$ cat config.mk
export PLATFORM = sky130hd
export DESIGN_NAME = lkf_ctrl
export DESIGN_NICKNAME = d
export VERILOG_FILES = /design/src/lkf_pkg.sv /design/src/lkf_ctrl.sv
export SDC_FILE = /design/constraint.sdc
export NUM_CORES = 1
export LEC_CHECK = 0
export BUFFER_PORTS_ARGS = -buffer_cell sky130_fd_sc_hd__clkbuf_2
export CAP_MARGIN = 20
export CORE_MARGIN = 3
export CORE_UTILIZATION = 56
export CTS_BUF_LIST = sky130_fd_sc_hd__clkbuf_2
export DETAILED_ROUTE_END_ITERATION = 10
export HOLD_SLACK_MARGIN = 0.15
export PLACE_DENSITY = 0.91
export SYNTH_ARGS = -nofsm -noshare
export SYNTH_HDL_FRONTEND = slang
export SYNTH_SLANG_ARGS = --single-unit
export TNS_END_PERCENT = 1
$ cat constraint.sdc
create_clock -name clk_i -period 2.9 [get_ports clk_i]
set_input_delay 0.145 -clock clk_i [delete_from_list [all_inputs] [get_ports clk_i]]
set_output_delay 0.145 -clock clk_i [all_outputs]
set_load 0.01 [all_outputs]
$ cat src/lkf_pkg.sv
package lkf_pkg;

  // Scratch memory layout, one 32-bit word per matrix or vector element.
  localparam int unsigned AW        = 7;
  localparam int unsigned MEM_DEPTH = 128;

  localparam logic [AW-1:0] X_BASE   = 7'd0;
  localparam logic [AW-1:0] XN_BASE  = 7'd4;
  localparam logic [AW-1:0] Y_BASE   = 7'd8;
  localparam logic [AW-1:0] DET_ADDR = 7'd13;
  localparam logic [AW-1:0] NUM_ADDR = 7'd14;
  localparam logic [AW-1:0] P_BASE   = 7'd16;
  localparam logic [AW-1:0] F_BASE   = 7'd32;
  localparam logic [AW-1:0] H_BASE   = 7'd48;
  localparam logic [AW-1:0] R_BASE   = 7'd56;
  localparam logic [AW-1:0] S_BASE   = 7'd60;
  localparam logic [AW-1:0] Q_BASE   = 7'd64;
  localparam logic [AW-1:0] T_BASE   = 7'd80;
  localparam logic [AW-1:0] A_BASE   = 7'd96;
  localparam logic [AW-1:0] PH_BASE  = 7'd112;
  localparam logic [AW-1:0] K_BASE   = 7'd120;

  typedef enum logic [1:0] {
    REQ_LOAD    = 2'd0,
    REQ_PREDICT = 2'd1,
    REQ_UPDATE  = 2'd2
  } req_e;

  typedef enum logic [2:0] {
    SEL_STATE  = 3'd0,
    SEL_COV    = 3'd1,
    SEL_TRANS  = 3'd2,
    SEL_MEAS   = 3'd3,
    SEL_MNOISE = 3'd4,
    SEL_PNOISE = 3'd5
  } sel_e;

  // What one accumulator term does.
  typedef enum logic [2:0] {
    TK_NOP,
    TK_MUL_ADD,
    TK_MUL_SUB,
    TK_ADD,
    TK_ONE,
    TK_Z
  } term_e;

  typedef enum logic [3:0] {
    ST_IDLE,
    ST_LOAD,
    ST_ISSUE,
    ST_DRAIN1,
    ST_DRAIN2,
    ST_WRITE,
    ST_DIV_RD,
    ST_DIV_LD,
    ST_DIV_RUN,
    ST_DIV_WR,
    ST_DONE
  } state_e;

  typedef struct packed {
    logic          term_vld;
    term_e         kind;
    logic [AW-1:0] a_addr;
    logic [AW-1:0] b_addr;
    logic          acc_clr;
    logic          wr_acc;
    logic          wr_div;
    logic [AW-1:0] wr_addr;
    logic          div_start;
    logic          load_wr;
    logic          in_latch;
    logic          out_load;
    logic          out_singular;
  } cmd_t;

  typedef struct packed {
    logic zero;
    logic div_busy;
    logic out_free;
  } stat_t;

  function automatic logic [AW-1:0] at(input logic [AW-1:0] base, input logic [3:0] off);
    return base + {{(AW-4){1'b0}}, off};
  endfunction

  // Saturate to 32-bit signed; the top bit reports that clipping happened.
  function automatic logic [32:0] sat32(input logic signed [63:0] v);
    if (v > 64'sd2147483647) begin
      return {1'b1, 32'h7fff_ffff};
    end else if (v < -64'sd2147483648) begin
      return {1'b1, 32'h8000_0000};
    end else begin
      return {1'b0, v[31:0]};
    end
  endfunction

endpackage

$ cat src/lkf_ctrl.sv
module lkf_ctrl
  import lkf_pkg::*;
(
  input  logic  clk_i,
  input  logic  rst_ni,
  input  logic  in_valid_i,
  input  logic  [1:0] req_i,
  output logic  in_ready_o,
  input  stat_t st_i,
  output cmd_t  cmd_o
);

  typedef enum logic [3:0] {
    PH_XN, PH_T, PH_PP, PH_XC,
    PH_Y, PH_PH, PH_S, PH_DET, PH_NUM, PH_A, PH_PN, PH_XU, PH_PC
  } phase_e;

  typedef struct packed {
    logic [1:0] ilast;
    logic [1:0] jlast;
    logic [2:0] klast;
  } dims_t;

  typedef struct packed {
    term_e         kind;
    logic [AW-1:0] a;
    logic [AW-1:0] b;
  } term_t;

  function automatic dims_t phase_dims(input phase_e ph);
    dims_t d;
    d = '{ilast: 2'd3, jlast: 2'd3, klast: 3'd3};
    unique case (ph)
      PH_XN:  d = '{ilast: 2'd3, jlast: 2'd0, klast: 3'd3};
      PH_T:   d = '{ilast: 2'd3, jlast: 2'd3, klast: 3'd3};
      PH_PP:  d = '{ilast: 2'd3, jlast: 2'd3, klast: 3'd4};
      PH_XC:  d = '{ilast: 2'd3, jlast: 2'd0, klast: 3'd0};
      PH_Y:   d = '{ilast: 2'd1, jlast: 2'd0, klast: 3'd4};
      PH_PH:  d = '{ilast: 2'd3, jlast: 2'd1, klast: 3'd3};
      PH_S:   d = '{ilast: 2'd1, jlast: 2'd1, klast: 3'd4};
      PH_DET: d = '{ilast: 2'd0, jlast: 2'd0, klast: 3'd1};
      PH_NUM: d = '{ilast: 2'd3, jlast: 2'd1, klast: 3'd1};
      PH_A:   d = '{ilast: 2'd3, jlast: 2'd3, klast: 3'd2};
      PH_PN:  d = '{ilast: 2'd3, jlast: 2'd3, klast: 3'd3};
      PH_XU:  d = '{ilast: 2'd3, jlast: 2'd0, klast: 3'd2};
      PH_PC:  d = '{ilast: 2'd3, jlast: 2'd3, klast: 3'd0};
      default: d = '{ilast: 2'd0, jlast: 2'd0, klast: 3'd0};
    endcase
    return d;
  endfunction

  function automatic phase_e next_phase(input phase_e ph);
    phase_e n;
    unique case (ph)
      PH_XN:   n = PH_T;
      PH_T:    n = PH_PP;
      PH_PP:   n = PH_XC;
      PH_Y:    n = PH_PH;
      PH_PH:   n = PH_S;
      PH_S:    n = PH_DET;
      PH_DET:  n = PH_NUM;
      PH_NUM:  n = PH_A;
      PH_A:    n = PH_PN;
      PH_PN:   n = PH_XU;
      PH_XU:   n = PH_PC;
      default: n = PH_XN;
    endcase
    return n;
  endfunction

  function automatic logic [AW-1:0] dest_addr(input phase_e ph, input logic [1:0] i,
                                               input logic [1:0] j);
    logic [AW-1:0] a;
    a = X_BASE;
    unique case (ph)
      PH_XN:  a = at(XN_BASE, {2'b00, i});
      PH_T:   a = at(T_BASE, {i, j});
      PH_PP:  a = at(P_BASE, {i, j});
      PH_XC:  a = at(X_BASE, {2'b00, i});
      PH_Y:   a = at(Y_BASE, {2'b00, i});
      PH_PH:  a = at(PH_BASE, {1'b0, i, j[0]});
      PH_S:   a = at(S_BASE, {2'b00, i[0], j[0]});
      PH_DET: a = DET_ADDR;
      PH_NUM: a = NUM_ADDR;
      PH_A:   a = at(A_BASE, {i, j});
      PH_PN:  a = at(T_BASE, {i, j});
      PH_XU:  a = at(X_BASE, {2'b00, i});
      PH_PC:  a = at(P_BASE, {i, j});
      default: a = X_BASE;
    endcase
    return a;
  endfunction

  // Operand addresses and kind of term k of element (i, j) in a phase. Where a
  // phase adds a stored term, it comes first and the products follow.
  function automatic term_t term_cmd(input phase_e ph, input logic [1:0] i,
                                     input logic [1:0] j, input logic [2:0] k);
    term_t      t;
    logic [1:0] kk;
    logic [1:0] kp;
    logic       first;
    kk    = k[1:0];
    kp    = 2'(k - 3'd1);
    first = (k == 3'd0);
    t     = '{kind: TK_NOP, a: X_BASE, b: X_BASE};
    unique case (ph)
      PH_XN: t = '{kind: TK_MUL_ADD, a: at(F_BASE, {i, kk}), b: at(X_BASE, {2'b00, kk})};
      PH_T:  t = '{kind: TK_MUL_ADD, a: at(F_BASE, {i, kk}), b: at(P_BASE, {kk, j})};
      PH_PP: begin
        if (first) t = '{kind: TK_ADD, a: at(Q_BASE, {i, j}), b: X_BASE};
        else t = '{kind: TK_MUL_ADD, a: at(T_BASE, {i, kp}), b: at(F_BASE, {j, kp})};
      end
      PH_XC: t = '{kind: TK_ADD, a: at(XN_BASE, {2'b00, i}), b: X_BASE};
      PH_Y: begin
        if (first) t = '{kind: TK_Z, a: at(X_BASE, {3'b000, i[0]}), b: X_BASE};
        else t = '{kind: TK_MUL_SUB, a: at(H_BASE, {i, kp}), b: at(X_BASE, {2'b00, kp})};
      end
      PH_PH: t = '{kind: TK_MUL_ADD, a: at(P_BASE, {i, kk}), b: at(H_BASE, {j, kk})};
      PH_S: begin
        if (first) t = '{kind: TK_ADD, a: at(R_BASE, {2'b00, i[0], j[0]}), b: X_BASE};
        else t = '{kind: TK_MUL_ADD, a: at(H_BASE, {i, kp}),
                   b: at(PH_BASE, {1'b0, kp, j[0]})};
      end
      PH_DET: begin
        if (first) t = '{kind: TK_MUL_ADD, a: S_BASE, b: at(S_BASE, 4'd3)};
        else t = '{kind: TK_MUL_SUB, a: at(S_BASE, 4'd1), b: at(S_BASE, 4'd2)};
      end
      PH_NUM: begin
        // Adjugate of S: column 0 uses s11 and s10, column 1 uses s00 and s01.
        if (!j[0]) begin
          if (first) t = '{kind: TK_MUL_ADD, a: at(PH_BASE, {1'b0, i, 1'b0}),
                           b: at(S_BASE, 4'd3)};
          else t = '{kind: TK_MUL_SUB, a: at(PH_BASE, {1'b0, i, 1'b1}),
                     b: at(S_BASE, 4'd2)};
        end else begin
          if (first) t = '{kind: TK_MUL_ADD, a: at(PH_BASE, {1'b0, i, 1'b1}), b: S_BASE};
          else t = '{kind: TK_MUL_SUB, a: at(PH_BASE, {1'b0, i, 1'b0}),
                     b: at(S_BASE, 4'd1)};
        end
      end
      PH_A: begin
        if (first) t = '{kind: (i == j) ? TK_ONE : TK_NOP, a: X_BASE, b: X_BASE};
        else t = '{kind: TK_MUL_SUB, a: at(K_BASE, {1'b0, i, kp[0]}),
                   b: at(H_BASE, {1'b0, kp[0], j})};
      end
      PH_PN: t = '{kind: TK_MUL_ADD, a: at(A_BASE, {i, kk}), b: at(P_BASE, {kk, j})};
      PH_XU: begin
        if (first) t = '{kind: TK_ADD, a: at(X_BASE, {2'b00, i}), b: X_BASE};
        else t = '{kind: TK_MUL_ADD, a: at(K_BASE, {1'b0, i, kp[0]}),
                   b: at(Y_BASE, {3'b000, kp[0]})};
      end
      PH_PC: t = '{kind: TK_ADD, a: at(T_BASE, {i, j}), b: X_BASE};
      default: t = '{kind: TK_NOP, a: X_BASE, b: X_BASE};
    endcase
    return t;
  endfunction

  state_e     state_q, state_d;
  phase_e     ph_q, ph_d;
  logic [1:0] i_q, i_d, j_q, j_d;
  logic [2:0] k_q, k_d;
  logic       sing_q, sing_d;
  logic       adv;
  dims_t      dims;
  term_t      tc;

  always_ff @(posedge clk_i or negedge rst_ni) begin
    if (!rst_ni) begin
      state_q <= ST_IDLE;
      ph_q    <= PH_XN;
      i_q     <= '0;
      j_q     <= '0;
      k_q     <= '0;
      sing_q  <= 1'b0;
    end else begin
      state_q <= state_d;
      ph_q    <= ph_d;
      i_q     <= i_d;
      j_q     <= j_d;
      k_q     <= k_d;
      sing_q  <= sing_d;
    end
  end

  always_comb begin
    dims       = phase_dims(ph_q);
    tc         = term_cmd(ph_q, i_q, j_q, k_q);
    state_d    = state_q;
    ph_d       = ph_q;
    i_d        = i_q;
    j_d        = j_q;
    k_d        = k_q;
    sing_d     = sing_q;
    adv        = 1'b0;
    in_ready_o = 1'b0;
    cmd_o      = '0;
    cmd_o.kind = TK_NOP;

    unique case (state_q)
      ST_IDLE: begin
        in_ready_o = 1'b1;
        if (in_valid_i) begin
          cmd_o.in_latch = 1'b1;
          cmd_o.acc_clr  = 1'b1;
          sing_d = 1'b0;
          i_d    = '0;
          j_d    = '0;
          k_d    = '0;
          unique case (req_i)
            REQ_LOAD:    state_d = ST_LOAD;
            REQ_PREDICT: begin
              ph_d    = PH_XN;
              state_d = ST_ISSUE;
            end
            REQ_UPDATE: begin
              ph_d    = PH_Y;
              state_d = ST_ISSUE;
            end
            default: state_d = ST_DONE;
          endcase
        end
      end
      ST_LOAD: begin
        cmd_o.load_wr = 1'b1;
        state_d = ST_DONE;
      end
      ST_ISSUE: begin
        cmd_o.term_vld = 1'b1;
        cmd_o.kind     = tc.kind;
        cmd_o.a_addr   = tc.a;
        cmd_o.b_addr   = tc.b;
        if (k_q == dims.klast) begin
          state_d = ST_DRAIN1;
        end else begin
          k_d = k_q + 3'd1;
        end
      end
      ST_DRAIN1: state_d = ST_DRAIN2;
      ST_DRAIN2: state_d = ST_WRITE;
      ST_WRITE: begin
        cmd_o.wr_acc  = 1'b1;
        cmd_o.acc_clr = 1'b1;
        cmd_o.wr_addr = dest_addr(ph_q, i_q, j_q);
        if (ph_q == PH_NUM) begin
          state_d = ST_DIV_RD;
        end else begin
          adv = 1'b1;
        end
      end
      ST_DIV_RD: begin
        cmd_o.a_addr = NUM_ADDR;
        cmd_o.b_addr = DET_ADDR;
        state_d = ST_DIV_LD;
      end
      ST_DIV_LD: begin
        cmd_o.div_start = 1'b1;
        state_d = ST_DIV_RUN;
      end
      ST_DIV_RUN: begin
        if (!st_i.div_busy) state_d = ST_DIV_WR;
      end
      ST_DIV_WR: begin
        cmd_o.wr_div  = 1'b1;
        cmd_o.wr_addr = at(K_BASE, {1'b0, i_q, j_q[0]});
        adv = 1'b1;
      end
      ST_DONE: begin
        if (st_i.out_free) begin
          cmd_o.out_load     = 1'b1;
          cmd_o.out_singular = sing_q;
          state_d = ST_IDLE;
        end
      end
      default: state_d = ST_IDLE;
    endcase

    if (adv) begin
      k_d = '0;
      if (j_q != dims.jlast) begin
        j_d     = j_q + 2'd1;
        state_d = ST_ISSUE;
      end else if (i_q != dims.ilast) begin
        j_d     = '0;
        i_d     = i_q + 2'd1;
        state_d = ST_ISSUE;
      end else begin
        i_d = '0;
        j_d = '0;
        if (ph_q == PH_XC || ph_q == PH_PC) begin
          state_d = ST_DONE;
        end else if (ph_q == PH_DET && st_i.zero) begin
          // A singular innovation covariance ends the update untouched.
          sing_d  = 1'b1;
          state_d = ST_DONE;
        end else begin
          ph_d    = next_phase(ph_q);
          state_d = ST_ISSUE;
        end
      end
    end
  end

endmodule

; Word level (Yosys, flattened, before mapping)
; Memories as Yosys holds them, arrays and structs flattened.
; Index checks and enable logic that the tools add are counted.
[totals]
reg_bits = 16
romBits = 176
output_inout_bits = 34
elab_cells = 154
mem_count = 2
[memory_table]
columns = memory, depth, width, rd, rd_clocked_by_memory_dff, write_ports, line_no
row1 = (name not given), 16, 7, 1, 0, 0, lkf_ctrl.sv:33  ; unique case (ph)
row2 = (name not given), 16, 4, 1, 0, 0, lkf_ctrl.sv:54  ; unique case (ph)
[classes]
add_sub_neg = 28
n_eq_ne = 35
mux = 67
n_reduce_logical = 16
[op_table]
columns = cell, count
row1 = $pmux 17 s13, 1
row2 = $mux 16, 6
row3 = $mux 4, 18
row4 = $pmux 7 s10, 1
row5 = $mux 17, 3
row6 = $pmux 4 s11, 1
row7 = $add 5x4->6 const A, 7
row8 = $eq 4x3->1 const B, 8
row9 = $eq 4x4->1 const B, 8
row10 = $add 6x4->7 const A, 4
row11 = $pmux 14 s2, 1
row12 = $mux 2, 11
row13 = $add 7x4->7 const A, 3
row14 = $ne 3x3->1 const B, 6
row15 = $eq 4x2->1 const B, 4
row16 = $pmux 4 s2, 2
row17 = $mux 1, 15
row18 = $add 6x2->7 const A, 2
row19 = $add 6x5->7 const A, 2
row20 = $pmux 7 s2, 1
row21 = $mux 3, 4
row22 = $add 4x4->5 const A, 2
row23 = $eq 4x1->1 const B, 2
row24 = $logic_not 4->1, 2
row25 = other kinds (25), 32

; Longest topological paths before layout
; Gate-level depths: netlist (run 1).
[depth]
ltp_word = 9
depth_mapped = 11
ltp_nobuf = 9

; Worst setup path after synthesis (run 1)
; OpenSTA, ideal clock, no wires.
[synth_timing]
kind = register -> output
startpoint = reg k_q[0]
endpoint = out cmd_o[15] (netlist bit)
arrival_time_ps = 2171
t_required_ps = 2755
path_slack_ps = 584
stages_incl_launch_ff = 12
cell_sequence = dfrtp_1 -> clkbuf_1 -> inv_1 -> ha_1 -> nor2b_1 -> inv_1 -> clkbuf_1 -> ha_1 -> a22oi_1 -> o221ai_1 -> nor4_1 -> o21ai_0
[synth_lines]
columns = element, line_no
row1 = "start, declared", lkf_ctrl.sv:161  ; logic [2:0] k_q, k_d;
row2 = "start signal, assigned", lkf_ctrl.sv:180  ; k_q <= k_d;
row3 = "end, declared", lkf_ctrl.sv:10  ; output cmd_t cmd_o

==> results.yml, run 1 <==
drt:
  num_vias: 3123
  drc: 0
  ant_nets: 0
  avgViaCountPerCell: 6.76
  wl_um: 8640
  dr.pass1.iters: 7
  wl_per_cell_um: 18.7
  dr.first_iter.drc_count: 412
cts:
  cts_tree: "built"
  cts_inserted_buffers: 3
  clock-sinks: 16
  clock_latency_ps: 300
  clk_transition_reported_paths_ps: 150
  cts_buffer_depth: 2
  h-tree-depth: 1
  cts_root_buffer: "clkbuf_2"
  cts_setup_buffers: 0
logic_synthesis:
  yosysWarnings: 0
  syn_area_per_cell_um2: 6.58
  synth.ff_latch_count: 16
  syn-cell-area_um2: 2490
  synth_seq_area_share_pct: 16.0
  synth_cells: 379
  synthArstFlopShare_pct: 100
  synth-main-ff-cell: "dfrtp_1"
  ys_types: 56
  synth-edff-count: 0
  syn-num-nets: 401
timing:
  max_freq_mhz: 375
  finalCritPeriodShare_pct: 92.0
  setup_ws_ps: 232
  skew_ps: 3.90
  rsz0062_at_grt: "false"
  tns_ps: 0
  period_needed_ps: 2670
  report.final.slew_viol_count: 0
  hold_viol: 0
  hold_slack_ps: 186
  tightest_slew_ps: 732
  final-setup-viol-count: 0
  max_slew_margin_pct: 50.0
layout:
  filler_cell_count: 372
  drive_gt1_share_pct: 19.9
  final_nets: 436
  final_cells: 462
  multiInputGateArea_um2: 1910
  register_area_um2: 402
  area_delta_synth_final_pct: 14.1
  antenna_cells: 0
floorplan:
  num_rows: 23
  io_pins: 42
  start_util_pct: 60.2
  core_um2: 4140
  dieHeight_um: 72.7
  design.die.area_um2: 5290
  die-width_um: 72.7
power_and_ir_drop:
  ir_drop_v: 0.000604
  powerDensity_nw_per_um2: 932
  p_leak_nw: 1.23
setup_path:
  reg2reg_from: "ph_q[1]"
  max_stage_delay_ps: 460
  r2r_slack_ps: 350
  criticalPathCategory: "flip-flop to output pin"
  critical-path-top-delay-family: "compound AO/OA/AOI/OAI gates"
  path_cells: "inv_1 -> ha_1 -> inv_1 -> nor2_1 -> o21ai_1 -> o221ai_1 -> nor4_1 -> o21ai_0 -> clkbuf_2"
  cp.required_ps: 2760
  end_kind: "output pin"
  start_kind: "flip-flop"
  cp_num_buf_inv: 3
  critPathMostFrequentCell: "inv_1"
  cp.arrival_ps: 2520
  regToRegEndpoint: "ph_q[2]"
  path_max_fanout: 9
  rr_worst_depth: 7
  cp_slowest_cell: "dfrtp_2"
min_path:
  min_path_cells: 3
  hold_class: "input port to flip-flop"
  hold_path_end: "state_q[3]"
  hold_start: "in_valid_i"
placement:
  placed_cells: 456
  dp_hpwl_um: 6280
  gp_congestion: 1.01
  portBuffers: 41
  pre_cts_ws_ps: 397
grt:
  grt_pass1_vias: 2815
  grt_usage_pct: 33.0
  gr-total-overflow: 0
  grt_start_max_net_pins: 25
  grt_pass1_wl_um: 13700
  antenna_found_initial: 0
job:
  max-cap-violations: 0
run_status:
  status: "finished clean"
[worst register-to-register path, delay by kind of cell (launching register included)]
| kind | cells | cell delay (ps) |
|---|---|---|
| AOI/OAI and AO/OA | 2 | 750 |
| DFF | 1 | 500 |
| adders and majority gates | 1 | 400 |
| muxes | 1 | 330 |
| and+or+nand+nor | 1 | 200 |
| buffers and inverters | 1 | 140 |
| xor gates and xnor gates | 1 | 130 |
[metal layers]
| metal | GRT usage [%] | up-vias | routed length, µm | share of wire, % |
|---|---|---|---|---|
| li1 | - | 1440 | - | - |
| met1 | 43.0 | 1380 | 3250 | 38 |
| met2 | 51.2 | 257 | 3890 | 45 |
| met3 | 8.95 | 46 | 1170 | 14 |
| met4 | 13.7 | 0 | 321 | 3.7 |
| met5 | 0 | - | 0 | 0 |
[stage by stage]
stage	area, µm²	utilization [%]	total power, mW
final	2850	68.7	2.65
after global placement	2790	67.3	2.42
after CTS	2830	68.4	2.57
after detailed placement	2790	67.3	2.46
after global routing	2850	68.7	2.85
after floorplan	2490	-	1.85
[Yosys cell counts (3+ instances only)]
| library cell | number | share of area, % |
|---|---|---|
| o221ai_1 | 3 | 1.1 |
| ha_1 | 14 | 7.0 |
| inv_2 | 3 | 0.45 |
| a211oi_1 | 5 | 1.5 |
| or2_1 | 3 | 0.75 |
| mux2_2 | 4 | 1.8 |
| o21ai_0 | 46 | 9.2 |
| a31oi_1 | 10 | 2.5 |
| nor3_1 | 15 | 3.0 |
| nor4_1 | 3 | 0.75 |
| buf_2 | 4 | 0.80 |
| dfrtp_1 | 16 | 16 |
| nand3_1 | 19 | 3.8 |
| buf_1 | 3 | 0.45 |
| a22o_1 | 3 | 1.1 |
| or3_1 | 3 | 0.75 |
| clkbuf_1 | 26 | 3.9 |
| a21oi_1 | 37 | 7.4 |
| o211ai_1 | 3 | 0.90 |
| inv_1 | 14 | 2.1 |
| a21boi_0 | 3 | 0.90 |
| nor2_1 | 28 | 4.2 |
| xnor2_1 | 8 | 2.8 |
| nand2b_1 | 8 | 2.0 |
| nor2b_1 | 8 | 2.0 |
| mux2i_1 | 4 | 1.6 |
| nand2_1 | 45 | 6.8 |
| a2111oi_0 | 3 | 1.1 |
[power by group]
part / total, mW / switching (mW) / internal (mW)
clock: 0.101 / 0.0724 / 0.0282
combinational: 2.04 / 1.25 / 0.785
sequential: 0.513 / 0.218 / 0.295
total: 2.65 / 1.54 / 1.11
[state kept, by name, summed over array words and instances (netlist names)]
signal / flops
sing_q: 1
k_q: 3
state_q: 4
i_q: 2
j_q: 2
ph_q: 4
[layout by cell type (no fill, tap or decap), types with 4 or more instances in the layout]
master	n
a21oi_1	37
nand2_1	44
xnor2_1	8
mux2_2	4
ha_1	12
mux2i_1	4
nor3_1	15
a211oi_1	5
buf_4	17
o21ai_0	45
nor2b_1	8
nand2b_1	8
inv_1	13
nand3_1	19
inv_2	4
dfrtp_1	15
a31oi_1	10
nor2_1	28
clkbuf_2	44
[worst max path at each step]
stage | startpoint | to | cells past startpoint | slack (ps)
after CTS | ph_q[0] | cmd_o[23] | 7 | 110
after global routing | ph_q[0] | cmd_o[6] | 9 | 20
final | ph_q[0] | cmd_o[23] | 9 | 230
after detailed placement | ph_q[0] | ph_q[2] | 7 | 400
after floorplan | k_q[0] | cmd_o[15] | 11 | 580
after global placement | ph_q[1] | ph_q[2] | 8 | 500
[cell families (layout without fill, tap and decap cells)]
group	count (synthesis)	in the layout	synth area share (%)
simple gates	145	145	28.4
compound gates	136	136	33.9
buf+inv	50	83	7.72
flops	16	16	16.0
fa+ha+maj	14	14	7.02
xor+xnor	10	10	3.51
mux	8	8	3.41
[timing repair]
| action | 4_1_cts | 5_1_grt |
|---|---|---|
| gates resized for setup | 0 | 7 |
| endpoints found under the hold margin | 18 | 0 |
| setup endpoints to repair | 0 | 15 |
| hold buffers | 3 | 0 |
[area by class of cell]
cell class | instances | area share, %
Clock buffer | 3 | 0.527
Inverter | 17 | 2.24
Multi-Input combinational cell | 313 | 67.1
Sequential cell | 16 | 14.1
Tap cell | 50 | 2.20
Timing Repair Buffer | 63 | 13.8
Power figures use the tool's default switching activity.
==> run 2, diff against run 1 <==
--- a/config.mk
+++ b/config.mk
@@ -5,6 +5,7 @@
 export SDC_FILE = /design/constraint.sdc
 export NUM_CORES = 1
 export LEC_CHECK = 0
+export ABC_CLOCK_PERIOD_IN_PS = 2900
 export BUFFER_PORTS_ARGS = -buffer_cell sky130_fd_sc_hd__clkbuf_2
 export CAP_MARGIN = 20
 export CORE_MARGIN = 3
@@ -12,6 +13,7 @@
 export CTS_BUF_LIST = sky130_fd_sc_hd__clkbuf_2
 export DETAILED_ROUTE_END_ITERATION = 10
 export HOLD_SLACK_MARGIN = 0.15
+export MAX_ROUTING_LAYER = met4
 export PLACE_DENSITY = 0.91
 export SYNTH_ARGS = -nofsm -noshare
 export SYNTH_HDL_FRONTEND = slang
==> results.yml, run 2 (same netlist as run 1, synthesis figures left out) <==
power_and_ir_drop:
  powerDensity_nw_per_um2: 940
  p_leak_nw: 1.22
  ir_drop_v: 0.000672
setup_path:
  critPathMostFrequentCell: "o21ai_0"
  criticalPathCategory: "flip-flop to output pin"
  end_kind: "output pin"
  cp.arrival_ps: 2610
  rr_worst_depth: 8
  cp.depth: 8
  path_cells: "buf_4 -> inv_1 -> nor2_1 -> o21ai_0 -> o221ai_1 -> nor4_1 -> o21ai_0 -> clkbuf_2"
  max_stage_delay_ps: 430
  path_max_fanout: 17
  critical-path-top-delay-family: "buffers and inverters"
  cp.required_ps: 2760
  cp_num_buf_inv: 3
  start_kind: "flip-flop"
  cp_slowest_cell: "dfrtp_1"
drt:
  ant_nets: 0
  avgViaCountPerCell: 6.88
  dr.first_iter.drc_count: 499
  dr.pass1.iters: 6
  wl_per_cell_um: 19.3
  wl_um: 8930
  num_vias: 3184
  drc: 0
grt:
  grt_pass1_wl_um: 14500
  grt_usage_pct: 35.4
  antenna_found_initial: 0
  gr-total-overflow: 0
  grt_start_max_net_pins: 25
  grt_pass1_vias: 2922
layout:
  fin_util_pct: 68.5
  drive_gt1_share_pct: 20.3
  final_area_um2: 2840
  antenna_cells: 0
  top_regs: "ph_q (4), state_q (4), k_q (3)"
  final_cell_mix: "o21ai_0, nand2_1, clkbuf_2"
  final_cells: 463
  final_common_cell: "o21ai_0"
  final_nets: 436
  area_delta_synth_final_pct: 13.7
cts:
  clk_transition_reported_paths_ps: 170
  clock_latency_ps: 310
  clock-sinks: 16
  cts_buffer_depth: 2
  h-tree-depth: 1
  cts_setup_buffers: 0
  cts_inserted_buffers: 3
  cts_tree: "built"
  cts_root_buffer: "clkbuf_2"
floorplan:
  dieHeight_um: 72.7
  start_util_pct: 60.2
  io_pins: 42
  die-width_um: 72.7
  num_rows: 23
  design.die.area_um2: 5290
  core_um2: 4140
timing:
  hold_viol: 0
  finalCritPeriodShare_pct: 95.0
  max_slew_margin_pct: 57.4
  final-setup-viol-count: 0
  max_freq_mhz: 363
  report.final.slew_viol_count: 0
  period_needed_ps: 2760
  skew_ps: 13.3
  tightest_slew_ps: 638
job:
  max-cap-violations: 0
run_status:
  status: "finished clean"
placement:
  place_area_um2: 2780
  portBuffers: 41
  placed_cells: 456
  gp_congestion: 1.04
  dp_hpwl_um: 6420
min_path:
  min_path_cells: 3
  hold_class: "input port to flip-flop"
## run 2: worst min-delay path, delay by kind of cell
family	cells	cell delay, ps
buffers and inverters	1	120
and+or+nand+nor	2	180
## run 2: per-stage QoR
stage | worst slack (ps) | setup TNS (ps) | total power [mW] | hold WS, ps
after CTS | 66.4 | 0 | 2.58 | 182
after detailed placement | 367 | 0 | 2.46 | 95.3
after floorplan | 584 | 0 | 1.85 | -151
final | 145 | 0 | 2.67 | 185
after global placement | 464 | 0 | 2.44 | 92.5
after global routing | -0.181 | -0.181 | 2.86 | 184
## run 2: report_power, final
part | total [mW] | switching (mW) | internal, mW
clock network | 0.106 | 0.0764 | 0.0300
logic | 2.10 | 1.32 | 0.776
registers | 0.465 | 0.167 | 0.298
## run 2: worst paths after layout
check / startpoint / end / slack [ps]
worst max-delay path: ph_q[3] / cmd_o[23] / 140
worst min-delay path: in_valid_i / state_q[3] / 190
worst max register to register: ph_q[1] / i_q[1] / 320
worst min register to register: sing_q / sing_q / 540
max in group asynchronous: rst_ni / ph_q[0] / 2290
min in group asynchronous: rst_ni / ph_q[2] / 290
## run 2: what timing repair did
action / in CTS / in global routing
hold buffers: 3 / 0
endpoints found under the hold margin: 18 / 0
setup endpoints to repair: 1 / 11
resized for setup: 1 / 6
## run 2: final cells by class
class | instances | area (µm²)
Multi-Input combinational cell | 313 | 1910
Fill cell | 380 | 1310
Sequential cell | 16 | 403
Timing Repair Buffer | 63 | 378
Inverter | 17 | 63.8
Tap cell | 50 | 62.6
Clock buffer | 3 | 15.0
Clock inverter | 1 | 3.75
## run 2: per-layer routing
| layer | global-route usage (%) | wire length (µm) | vias to the layer above | share of wire [%] |
|---|---|---|---|---|
| li1 | - | - | 1440 | - |
| met1 | 46.6 | 3450 | 1424 | 39 |
| met2 | 51.9 | 3940 | 267 | 44 |
| met3 | 7.85 | 1180 | 53 | 13 |
| met4 | 15.6 | 354 | 0 | 4.0 |
| met5 | - | 0 | - | 0 |
==> run 3, diff against run 2 <==
--- a/config.mk
+++ b/config.mk
@@ -5,11 +5,11 @@
 export SDC_FILE = /design/constraint.sdc
 export NUM_CORES = 1
 export LEC_CHECK = 0
-export ABC_CLOCK_PERIOD_IN_PS = 2900
+export ABC_CLOCK_PERIOD_IN_PS = 2400
 export BUFFER_PORTS_ARGS = -buffer_cell sky130_fd_sc_hd__clkbuf_2
 export CAP_MARGIN = 20
 export CORE_MARGIN = 3
-export CORE_UTILIZATION = 56
+export CORE_UTILIZATION = 53
 export CTS_BUF_LIST = sky130_fd_sc_hd__clkbuf_2
 export DETAILED_ROUTE_END_ITERATION = 10
 export HOLD_SLACK_MARGIN = 0.15
==> constraint.sdc (replaced) <==
create_clock -name clk_i -period 2.4 [get_ports clk_i]
set_input_delay 0.12 -clock clk_i [delete_from_list [all_inputs] [get_ports clk_i]]
set_output_delay 0.12 -clock clk_i [all_outputs]
set_load 0.01 [all_outputs]
==> results.yml, run 3 (same netlist as run 1, synthesis figures left out) <==
drt:
  ant_nets: 0
  dr.pass1.iters: 6
  avgViaCountPerCell: 6.99
  dr.first_iter.drc_count: 739
  drc: 0
  wl_um: 9190
  wl_per_cell_um: 19.0
  num_vias: 3392
cts:
  cts_buffer_depth: 2
  clock_latency_ps: 280
  clk_transition_reported_paths_ps: 150
  cts_root_buffer: "clkbuf_2"
  clock-sinks: 16
  cts_tree: "built"
  cts_inserted_buffers: 3
  h-tree-depth: 1
grt:
  antenna_found_initial: 0
  top_usage_layer: "met2"
  use_met2_pct: 48.0
  met1_usage_pct: 43.2
  gr-total-overflow: 0
  grt_start_max_net_pins: 32
  grt_usage_pct: 32.4
  grt_pass1_vias: 2894
  grt_pass1_wl_um: 13900
  use_met3_pct: 5.61
power_and_ir_drop:
  p_leak_nw: 1.35
  ir_drop_v: 0.000787
  powerDensity_nw_per_um2: 1120
setup_path:
  max_stage_delay_ps: 540
  end_kind: "output pin"
  cp_slowest_cell: "dfrtp_2"
  criticalPathCategory: "flip-flop to output pin"
  cp.required_ps: 2280
  cp_num_buf_inv: 3
  critical-path-top-delay-family: "flip-flops"
  path_cells: "inv_1 -> buf_4 -> nor2_1 -> o21ai_2 -> o221ai_2 -> nor4_2 -> o21ai_1 -> buf_2"
  cp.arrival_ps: 2240
  path_max_fanout: 10
  start_kind: "flip-flop"
layout:
  multiInputGateArea_um2: 2010
  final_nets: 457
  final_cells: 485
  antenna_cells: 0
  final_cell_mix: "nand2_1, clkbuf_2, o21ai_0"
  final_common_cell: "nand2_1"
  drive_gt1_share_pct: 28.4
  area_delta_synth_final_pct: 25.5
  register_area_um2: 403
  filler_cell_count: 319
  top_regs: "ph_q (4), state_q (4), k_q (3)"
floorplan:
  design.die.area_um2: 5570
  io_pins: 42
  die-width_um: 74.6
  num_rows: 24
  core_um2: 4440
  start_util_pct: 56.1
  dieHeight_um: 74.6
timing:
  tightest_slew_ps: 605
  skew_ps: 1.47
  hold_viol: 0
  max_slew_margin_pct: 59.7
  finalCritPeriodShare_pct: 98.2
  max_freq_mhz: 425
  final-setup-viol-count: 0
  rsz0062_at_grt: "true"
  setup_ws_ps: 44.3
  period_needed_ps: 2360
  tns_ps: 0
  report.final.slew_viol_count: 0
placement:
  dp_hpwl_um: 6300
  gp_congestion: 1.01
  placed_cells: 470
  portBuffers: 41
  pre_cts_ws_ps: 15.6
run_status:
  status: "finished clean"
min_path:
  hold_class: "input port to flip-flop"
job:
  max-cap-violations: 0
==> run 3: cell count changes in the layout (fill, tap and decap cells not counted), sizes merged <==
cell / previous run / this run
clkinv: 1 / 0
clkinvlp: 0 / 1
inv: 17 / 16
clkbuf: 44 / 43
buf: 19 / 41
==> run 3: metal layers <==
metal / vias up / routed length (µm)
met5: - / 0
met4: 0 / 658
met3: 109 / 1220
met2: 313 / 3950
met1: 1493 / 3360
li1: 1477 / -
==> run 3: worst min-delay path: stages <==
cell      delay, ps
clkbuf_2        130
a21oi_1         130
a21oi_1          70
==> run 3: cell type report <==
cell class,instances,share of cell area [%]
clock buffers,3,0.479
inverters,17,2.16
multi-input cells,313,64.0
flip-flops and latches,16,12.9
well taps,52,2.08
repair buffers,84,18.4
==> run 3: path summary, 6_finish.rpt <==
path	start	slack, ps	end	cells after the start
setup reg to reg	ph_q[0]	60	i_q[1]	9
max in group asynchronous	rst_ni	1820	ph_q[3]	2
hold reg to reg	sing_q	520	sing_q	2
min in group asynchronous	rst_ni	270	k_q[0]	2
hold / removal	in_valid_i	180	state_q[1]	3
setup / recovery	ph_q[3]	40	cmd_o[23]	8
==> run 3: stage by stage <==
| stage | util, % | power (mW) | instance area [µm²] | hold slack, ps |
|---|---|---|---|---|
| floorplan | - | 2.23 | 2490 | -176 |
| global placement | 64.6 | 2.97 | 2870 | 59.6 |
| detailed placement | 64.6 | 3.03 | 2870 | 67.0 |
| CTS | 66.5 | 3.20 | 2950 | 164 |
| global route | 70.5 | 3.73 | 3130 | 155 |
| finish | 70.5 | 3.50 | 3130 | 176 |
==> run 3: power breakdown <==
group	switching, mW	internal, mW
registers	0.193	0.360
clock network	0.0847	0.0341
logic	1.71	1.12
==> run 3: repair_timing <==
item / CTS / global route
setup endpoints to repair: 25 / 27
pin swaps: 3 / 10
setup buffers: 0 / 9
hold buffers: 3 / 0
endpoints found under the hold margin: 19 / 0
resized for setup: 15 / 35
